[src/vcf_pkg.sv]
// vcf_pkg: frame constants, byte index type and CRC-8 (poly 0xD5) byte step.
// No dependencies; used by vtx_command_framer and its checker.
package vcf_pkg;

  localparam int FRAME_LEN = 7;

  typedef logic [2:0] idx_t;

  localparam idx_t IDX_CRC = 3'd6;

  localparam logic [7:0] SYNC_A        = 8'hAA;
  localparam logic [7:0] SYNC_B        = 8'h55;
  localparam logic [7:0] OP_FREQ       = 8'h04;
  localparam logic [7:0] OP_POWER      = 8'h02;
  localparam logic [7:0] FREQ_PLD_LEN  = 8'h02;
  localparam logic [7:0] POWER_PLD_LEN = 8'h03;
  localparam logic [7:0] POWER_SUB     = 8'h01;
  localparam logic [7:0] CRC_POLY      = 8'hD5;

  localparam logic [15:0] FREQ_MIN = 16'd5600;
  localparam logic [15:0] FREQ_MAX = 16'd5800;

  localparam logic CMD_POWER = 1'b0;
  localparam logic CMD_FREQ  = 1'b1;

  // one byte through the CRC, MSB first
  function automatic logic [7:0] crc_byte(input logic [7:0] acc_in, input logic [7:0] data);
    logic [7:0] acc;
    acc = acc_in ^ data;
    for (int b = 0; b < 8; b++) begin
      if (acc[7]) begin
        acc = {acc[6:0], 1'b0} ^ CRC_POLY;
      end else begin
        acc = {acc[6:0], 1'b0};
      end
    end
    return acc;
  endfunction

endpackage

[src/vtx_command_framer.sv]
// vtx_command_framer: builds a 7-byte command frame per item, CRC-8 appended.
// Depends on vcf_pkg.
//
//   channel | ports                                  | handshake
//   --------+----------------------------------------+---------------------------
//   input   | in_command, in_value                   | start & !busy
//   result  | out_frame_byte, out_last               | out_valid, one cycle each
//
// One byte leaves per cycle; the next item is taken in the cycle the CRC byte
// is being formed, so frames run back to back.
// A frequency item outside 5600..5800 is consumed with no output.
// The CRC is accumulated one byte per cycle as bytes are sent.
// rst_n is synchronous; it clears the frame and output valid flags.
// The receiver cannot stall: every byte is shown for exactly one cycle.
module vtx_command_framer
  import vcf_pkg::*;
(
  input  logic        clk,
  input  logic        rst_n,
  input  logic        start,
  output logic        busy,
  input  logic        in_command,
  input  logic [15:0] in_value,
  output logic        out_valid,
  output logic [7:0]  out_frame_byte,
  output logic        out_last
);

  logic        active_r, active_nxt;
  idx_t        idx_r, idx_nxt;
  logic        cmd_r;
  logic [15:0] val_r;
  logic [7:0]  crc_r, crc_nxt;
  logic        out_valid_r;
  logic [7:0]  out_byte_r;
  logic        out_last_r;

  logic        accept;
  logic        in_ok;
  logic [7:0]  cur_byte;

  assign busy   = active_r && (idx_r != IDX_CRC);
  assign accept = start && !busy;
  assign in_ok  = (in_command == CMD_POWER) ||
                  ((in_value >= FREQ_MIN) && (in_value <= FREQ_MAX));

  always_comb begin
    case (idx_r)
      3'd0:    cur_byte = SYNC_A;
      3'd1:    cur_byte = SYNC_B;
      3'd2:    cur_byte = (cmd_r == CMD_FREQ) ? OP_FREQ : OP_POWER;
      3'd3:    cur_byte = (cmd_r == CMD_FREQ) ? FREQ_PLD_LEN : POWER_PLD_LEN;
      3'd4:    cur_byte = (cmd_r == CMD_FREQ) ? val_r[15:8] : POWER_SUB;
      3'd5:    cur_byte = val_r[7:0];
      default: cur_byte = crc_r;
    endcase
  end

  always_comb begin
    active_nxt = active_r;
    idx_nxt    = idx_r;
    crc_nxt    = crc_r;
    if (accept) begin
      active_nxt = in_ok;
      idx_nxt    = '0;
      crc_nxt    = '0;
    end else if (active_r) begin
      if (idx_r == IDX_CRC) begin
        active_nxt = 1'b0;
      end else begin
        idx_nxt = idx_r + 3'd1;
        crc_nxt = crc_byte(crc_r, cur_byte);
      end
    end
  end

  always_ff @(posedge clk) begin
    if (!rst_n) begin
      active_r    <= 1'b0;
      idx_r       <= '0;
      out_valid_r <= 1'b0;
    end else begin
      active_r    <= active_nxt;
      idx_r       <= idx_nxt;
      out_valid_r <= active_r;
    end
  end

  always_ff @(posedge clk) begin
    crc_r      <= crc_nxt;
    out_byte_r <= cur_byte;
    out_last_r <= active_r && (idx_r == IDX_CRC);
    if (accept) begin
      cmd_r <= in_command;
      val_r <= in_value;
    end
  end

  assign out_valid      = out_valid_r;
  assign out_frame_byte = out_byte_r;
  assign out_last       = out_last_r;

endmodule

[config.mk]
export PLATFORM = sky130hd
export DESIGN_NAME = vtx_command_framer
export DESIGN_NICKNAME = d
export VERILOG_FILES = /design/src/vcf_pkg.sv /design/src/vtx_command_framer.sv
export SDC_FILE = /design/constraint.sdc
export NUM_CORES = 1
export LEC_CHECK = 0
export BUFFER_PORTS_ARGS = -buffer_cell sky130_fd_sc_hd__buf_4
export CAP_MARGIN = 5
export CORE_MARGIN = 2
export CORE_UTILIZATION = 55
export DETAILED_ROUTE_END_ITERATION = 8
export PLACE_DENSITY = 0.77
export SKIP_LAST_GASP = 1
export SLEW_MARGIN = 15
export SYNTH_ARGS = -nofsm -noshare
export SYNTH_HDL_FRONTEND = slang
export SYNTH_SLANG_ARGS = --single-unit
[constraint.sdc]
create_clock -name clk -period 2.95 [get_ports clk]
set_input_delay 0 -clock clk [delete_from_list [all_inputs] [get_ports clk]]
set_output_delay 0 -clock clk [all_outputs]
set_load 0.05 [all_outputs]
* After elaboration in Yosys (flattened, before gate mapping)
Cells that the tools add are included.
** Operators by class
- $add $sub $neg :: 1
- $lt $le $gt $ge :: 2
- Equality and inequality tests :: 7
- Mux-type cells :: 36
- Bitwise operators :: 12
- Reductions and logical operators :: 9
** Operators by type and width (number)
- 2-to-1 mux 8 bit :: 30
- one-hot mux 8 bit (6 select lines) :: 1
- NOT 5 bit :: 8
- greater-or-equal comparator 16 x 13 -> 1 bit (second input constant) :: 1
- <= comparator 16 x 13 -> 1 bit (second input constant) :: 1
- == test 3 bit (second input constant) :: 3
- bitwise XOR 8 bit :: 1
- == test 3 x 2 -> 1 bit (second input constant) :: 2
- logical AND 1 bit :: 4
- 2-to-1 mux 1 bit :: 4
- adder 3 x 1 -> 3 bit (second input constant) :: 1
- == test 3 x 1 -> 1 bit (second input constant) :: 1
- logical NOT 3 bit :: 1
- 2-to-1 mux 3 bit :: 1
- inequality test 3 bit (second input constant) :: 1
- NOT 1 bit :: 3
- AND reduction 2 bit :: 1
- OR reduction 2 bit :: 1
- logical NOT 1 bit :: 1
- logical OR 1 bit :: 1
** Storage, ports and cells
- Flip-flop bits (word level) :: 39
- Input port bits :: 20
- Word-level logic and storage cells :: 75

* Logic depth before layout (Yosys ltp)
- Depth in word-level cells :: 40
- Mapped depth :: 12
- Gate-level depth less buffers :: 11

* Worst setup path before layout
No wires, ideal clock.
- Path kind :: register to register
- Start point :: register idx_r[2]
- End point :: register crc_r[6]
- Arrival time :: 2550 ps
- Setup slack :: 273 ps
- Stages on the path, launching flop included :: 12
- Period minus slack after synthesis :: 2677 ps
- Cells stage by stage :: dfxtp_1 > buf_4 > inv_2 > ha_1 > or4_1 > clkbuf_1 > nand3_1 > o21ai_1 > a22o_1 > xnor2_1 > xor2_1 > o21ai_1
** On the way
- Longest elaborated chain between the ends :: 36
- Elaborated cells between the ends (all ways) :: 52
** Ends and longest elaborated chain
- start, declared :: RTL line vtx_command_framer.sv:30 : idx_t idx_r, idx_nxt;
- start signal, assigned :: RTL line vtx_command_framer.sv:84 : idx_r <= idx_nxt;
- == test 3 bit, or another cell as far along :: RTL line vtx_command_framer.sv:48 : case (idx_r)
- one-hot mux 8 bit (6 select lines) :: RTL line vtx_command_framer.sv:48
- bitwise XOR 8 bit :: RTL line vcf_pkg.sv:29 : acc = acc_in ^ data;
- NOT 5 bit (no line) or 2-to-1 mux 8 bit (tied branches)
- 2-to-1 mux 8 bit, on equally long branches :: RTL line vcf_pkg.sv:31, vtx_command_framer.sv:68
- 2-to-1 mux 8 bit, on equally long branches :: RTL line vtx_command_framer.sv:68, vtx_command_framer.sv:67
- 2-to-1 mux 8 bit, on equally long branches :: RTL line vtx_command_framer.sv:67, vtx_command_framer.sv:63
- 2-to-1 mux 8 bit or NOT 5 bit (tied branches) (2 in series)
- [19 not listed]
- 2-to-1 mux 8 bit, on equally long branches :: RTL line vtx_command_framer.sv:67, vtx_command_framer.sv:68
- 2-to-1 mux 8 bit, on equally long branches :: RTL line vtx_command_framer.sv:63, vtx_command_framer.sv:67
- 2-to-1 mux 8 bit, or another cell as far along :: RTL line vcf_pkg.sv:31 : if (acc[7]) begin
- 2-to-1 mux 8 bit, on equally long branches :: RTL line vtx_command_framer.sv:68, vcf_pkg.sv:31
- 2-to-1 mux 8 bit, on equally long branches :: RTL line vtx_command_framer.sv:67, vtx_command_framer.sv:68
- 2-to-1 mux 8 bit, on equally long branches :: RTL line vtx_command_framer.sv:63, vtx_command_framer.sv:67
- NOT 5 bit (no line) or 2-to-1 mux 8 bit (tied branches)
- 2-to-1 mux 8 bit :: RTL line vcf_pkg.sv:31
- end signal, assigned :: RTL line vtx_command_framer.sv:90 : crc_r <= crc_nxt;
- end, declared :: RTL line vtx_command_framer.sv:33 : logic [7:0] crc_r, crc_nxt;
Several ways; a longest one is shown, not always the timed one. The select of a mux whose other input is x is not followed.
A chain may end at the register's enable or synchronous reset.

* Final worst setup path
- Start point :: register idx_r[0]
- End point :: register crc_r[0]
** On the way
- Longest elaborated chain between the ends :: 36
- Elaborated cells between the ends (all ways) :: 51
** Ends and longest elaborated chain
- == test 3 bit, or another cell as far along :: RTL line vtx_command_framer.sv:48
- one-hot mux 8 bit (6 select lines) :: RTL line vtx_command_framer.sv:48
- bitwise XOR 8 bit :: RTL line vcf_pkg.sv:29
- 2-to-1 mux 8 bit or NOT 5 bit (tied branches)
- 2-to-1 mux 8 bit, on equally long branches :: RTL line vtx_command_framer.sv:68, vcf_pkg.sv:31
- 2-to-1 mux 8 bit, on equally long branches :: RTL line vtx_command_framer.sv:67, vtx_command_framer.sv:68
- 2-to-1 mux 8 bit, on equally long branches :: RTL line vtx_command_framer.sv:63, vtx_command_framer.sv:67
- NOT 5 bit (no line) or 2-to-1 mux 8 bit (tied branches)
- [20 not listed]
- 2-to-1 mux 8 bit, on equally long branches :: RTL line vtx_command_framer.sv:67, vtx_command_framer.sv:68
- 2-to-1 mux 8 bit, on equally long branches :: RTL line vtx_command_framer.sv:63, vtx_command_framer.sv:67
- NOT 5 bit (no line) or 2-to-1 mux 8 bit (tied branches)
- 2-to-1 mux 8 bit :: RTL line vcf_pkg.sv:31
- 2-to-1 mux 8 bit :: RTL line vtx_command_framer.sv:68 : if (idx_r == IDX_CRC) begin
- 2-to-1 mux 8 bit :: RTL line vtx_command_framer.sv:67 : end else if (active_r) begin
- 2-to-1 mux 8 bit :: RTL line vtx_command_framer.sv:63 : if (accept) begin
- 2-to-1 mux 8 bit :: RTL line vcf_pkg.sv:31
Several ways; a longest one is shown, not always the timed one. The select of a mux whose other input is x is not followed.

==> qor.yml <==
floorplanning:
  core-area_sq_um: 3630
  start_util_pct: 57.1
  die_area_sq_um: 4280
  num_rows: 22
  die_w_um: 65.4
  io-pin-count: 31
  die_h_um: 65.4
flow_run:
  cap_violations: 0
synthesis:
  synth_edf_count: 17
  ys_top_cells_by_area: "edfxtp_1 25%, dfxtp_1 21%, xnor2_1 4.2%"
  synth_commonest_cells: "22 x dfxtp_1, 21 x nand2_1, 17 x edfxtp_1"
  synth.top_cell.area_share_pct: 24.6
  synth_cell_types: 48
  syn_area_per_cell_sq_um: 10.1
  synthCells: 206
  ys.flop_type: "dfxtp_1"
  synth_fp_nets: 231
  yosys.area.top_type: "edfxtp_1"
  syn_area_sq_um: 2070
  ys_seq_elements: 39
  synth.most_common_cell: "dfxtp_1"
  yosys_warnings: 0
  synth-seq-area-share_pct: 45.9
  async_reset_ff_share_pct: 0
worst_setup_path:
  worstPathArrival_ns: 2.84
  start_kind: "register"
  required_ns: 3.13
  critPathKind: "reg -> reg"
  critPathCaptureType: "register"
  cp_max_fo: 9
placement:
  globalplace.congestion: 0.850
  dp_hpwl_mm: 2.80
  io_buffers: 30
sta:
  slew_headroom_pct: 49.4
  period_share_pct: 90.2
  setup_violations: 0
  min_period_ns: 2.66
  slew_violations: 0
  hold_viol: 0
  rsz0062_at_grt: "no"
  fmax_mhz: 376
  finalSetupTns_ns: 0
  tightest_slew_ns: 0.759
  skew_ns: 0.0106
pwr:
  p_clk_share_pct: 23.4
  vdd_drop_max_uv: 403
  power_mw: 1.84
  seqPwrFrac_pct: 37.6
  p_switching_mw: 0.613
  p_int_mw: 1.23
  swShare_pct: 33.3
  power.density_nw_per_um2: 697
  power.leakage_nw: 1.03
  p_comb_share_pct: 39.0
cts:
  cts-root-buf: "clkbuf_8"
  cts_max_path_buffers: 2
  cts_made_buffers: 5
  cts_max_level: 2
  cts.sinks: 39
  clk_latency_ns: 0.29
  path_clk_slew_ns: 0.07
  cts_tree: "yes"
finish:
  final_nets: 281
  drive_above_1_share_pct: 19.8
  area_growth_syn_to_layout_pct: 27.5
  diodes: 0
global_routing:
  grt_pass1_wl_mm: 7.23
  grt_pass1_vias: 1531
  overflow: 0
  antenna_found_initial: 0
  track_usage_pct: 22.7
  grt_max_degree: 20
routing:
  viasPerCell: 5.36
  routedWlPerCell_um: 14.5
  dr.pass1.iters: 4
  drc: 0
  drt_iter0_markers: 100
  postRouteAntennaNets: 0
  vias: 1635
  drt_wl_total_mm: 4.41
worst_hold_path:
  hp-class: "in -> reg"
outcome:
  outcome: "finished, final reports clean"
[path summary, 6_finish.rpt]
check / start / to / slack [ns] / depth (start not counted)
worst min-delay path: start / active_r / 0.07 / 3
worst min register to register: active_r / out_valid / 0.51 / 1
worst max register to register: idx_r[0] / crc_r[0] / 0.29 / 11
worst max-delay path: idx_r[0] / crc_r[0] / 0.29 / 11
[worst max-delay path, cell delays in order, from the launching register on]
cell and delay (ns):
dfxtp_1 0.33, inv_1 0.11, ha_2 0.34, and2_1 0.18
a32o_1 0.30, inv_1 0.10, a22oi_1 0.21, o221ai_1 0.15
a211o_1 0.34, xnor2_4 0.25, xnor2_1 0.15, o21ai_1 0.08
[registers in the layout, summed over array words and instances, names as in the netlist]
name            flops
active_r            1
cmd_r               1
crc_r               8
idx_r               3
out_frame_byte      8
out_last            1
out_valid           1
val_r              16
[logic make-up after synthesis]
family                     count (synthesis)  share of synthesized area, %
muxes                                      1                         0.483
adders and majority gates                  5                          3.02
xor gates and xnor gates                  19                          9.29
AOI/OAI and AO/OA                         50                          18.6
and+or+nand+nor                           76                          19.6
buffers and inverters                     16                          3.14
DFF                                       39                          45.9
[per-stage QoR]
| step | hold slack (ns) | std cells | area (sq um) | setup WS, ns | util, % |
|---|---|---|---|---|---|
| 2_1_floorplan | 0.0989 | 206 | 2070 | 0.273 | - |
| 3_3_place_gp | 0.190 | 279 | 2350 | 0.199 | 64.7 |
| 3_5_place_dp | 0.189 | 279 | 2350 | 0.165 | 64.7 |
| 4_1_cts | 0.0784 | 305 | 2640 | 0.154 | 72.6 |
| 5_1_grt | 0.0961 | 305 | 2640 | 0.0853 | 72.8 |
| 6_report | 0.0748 | 305 | 2640 | 0.290 | 72.8 |
[power groups by stage]
stage          clock, mW  combinational, mW  sequential (mW)
2_1_floorplan          0              0.557            0.716
3_3_place_gp           0              0.696            0.704
3_5_place_dp           0              0.699            0.704
4_1_cts            0.430              0.720            0.693
5_1_grt            0.460              0.795            0.703
6_report           0.432              0.718            0.693
[per-layer routing]
metal | GRT usage (%) | share of wire [%]
met1 | 27.3 | 43
met2 | 40.1 | 52
met3 | 4.45 | 2.6
met4 | 8.33 | 1.6
met5 | 0 | 0
[cell usage in the layout (no fill, tap or decap), types with 3 or more instances in the layout]
master / n
o21a_1: 3
clkbuf_8: 5
edfxtp_1: 17
ha_1: 4
a31oi_1: 3
xor2_1: 7
buf_4: 34
o21ai_1: 10
a21oi_1: 4
nor2b_1: 6
xnor2_1: 10
nand2_1: 21
o21ai_0: 8
nand3_1: 8
nand3b_1: 8
dfxtp_1: 22
dlygate4sd3_1: 18
nand2b_1: 5
nor2_1: 11
inv_1: 6
and2_1: 5
and3_1: 4
a21bo_1: 3
[final cells by class]
class	instances	area, sq um
repair buffers	52	435
well taps	48	60.1
inverters	7	26.3
clock buffers	5	68.8
flip-flops and latches	39	951
clock inverters	3	38.8
fillers	276	990
multi-input cells	151	1060
[timing repair]
item | 4_1_cts | 5_1_grt
hold buffers | 18 | 0
endpoints found under the hold margin | 21 | 0
endpoints found under the setup margin | 0 | 5
gates resized for setup | 0 | 2
setup buffers | 0 | 0
Power figures use the tool's default switching activity.
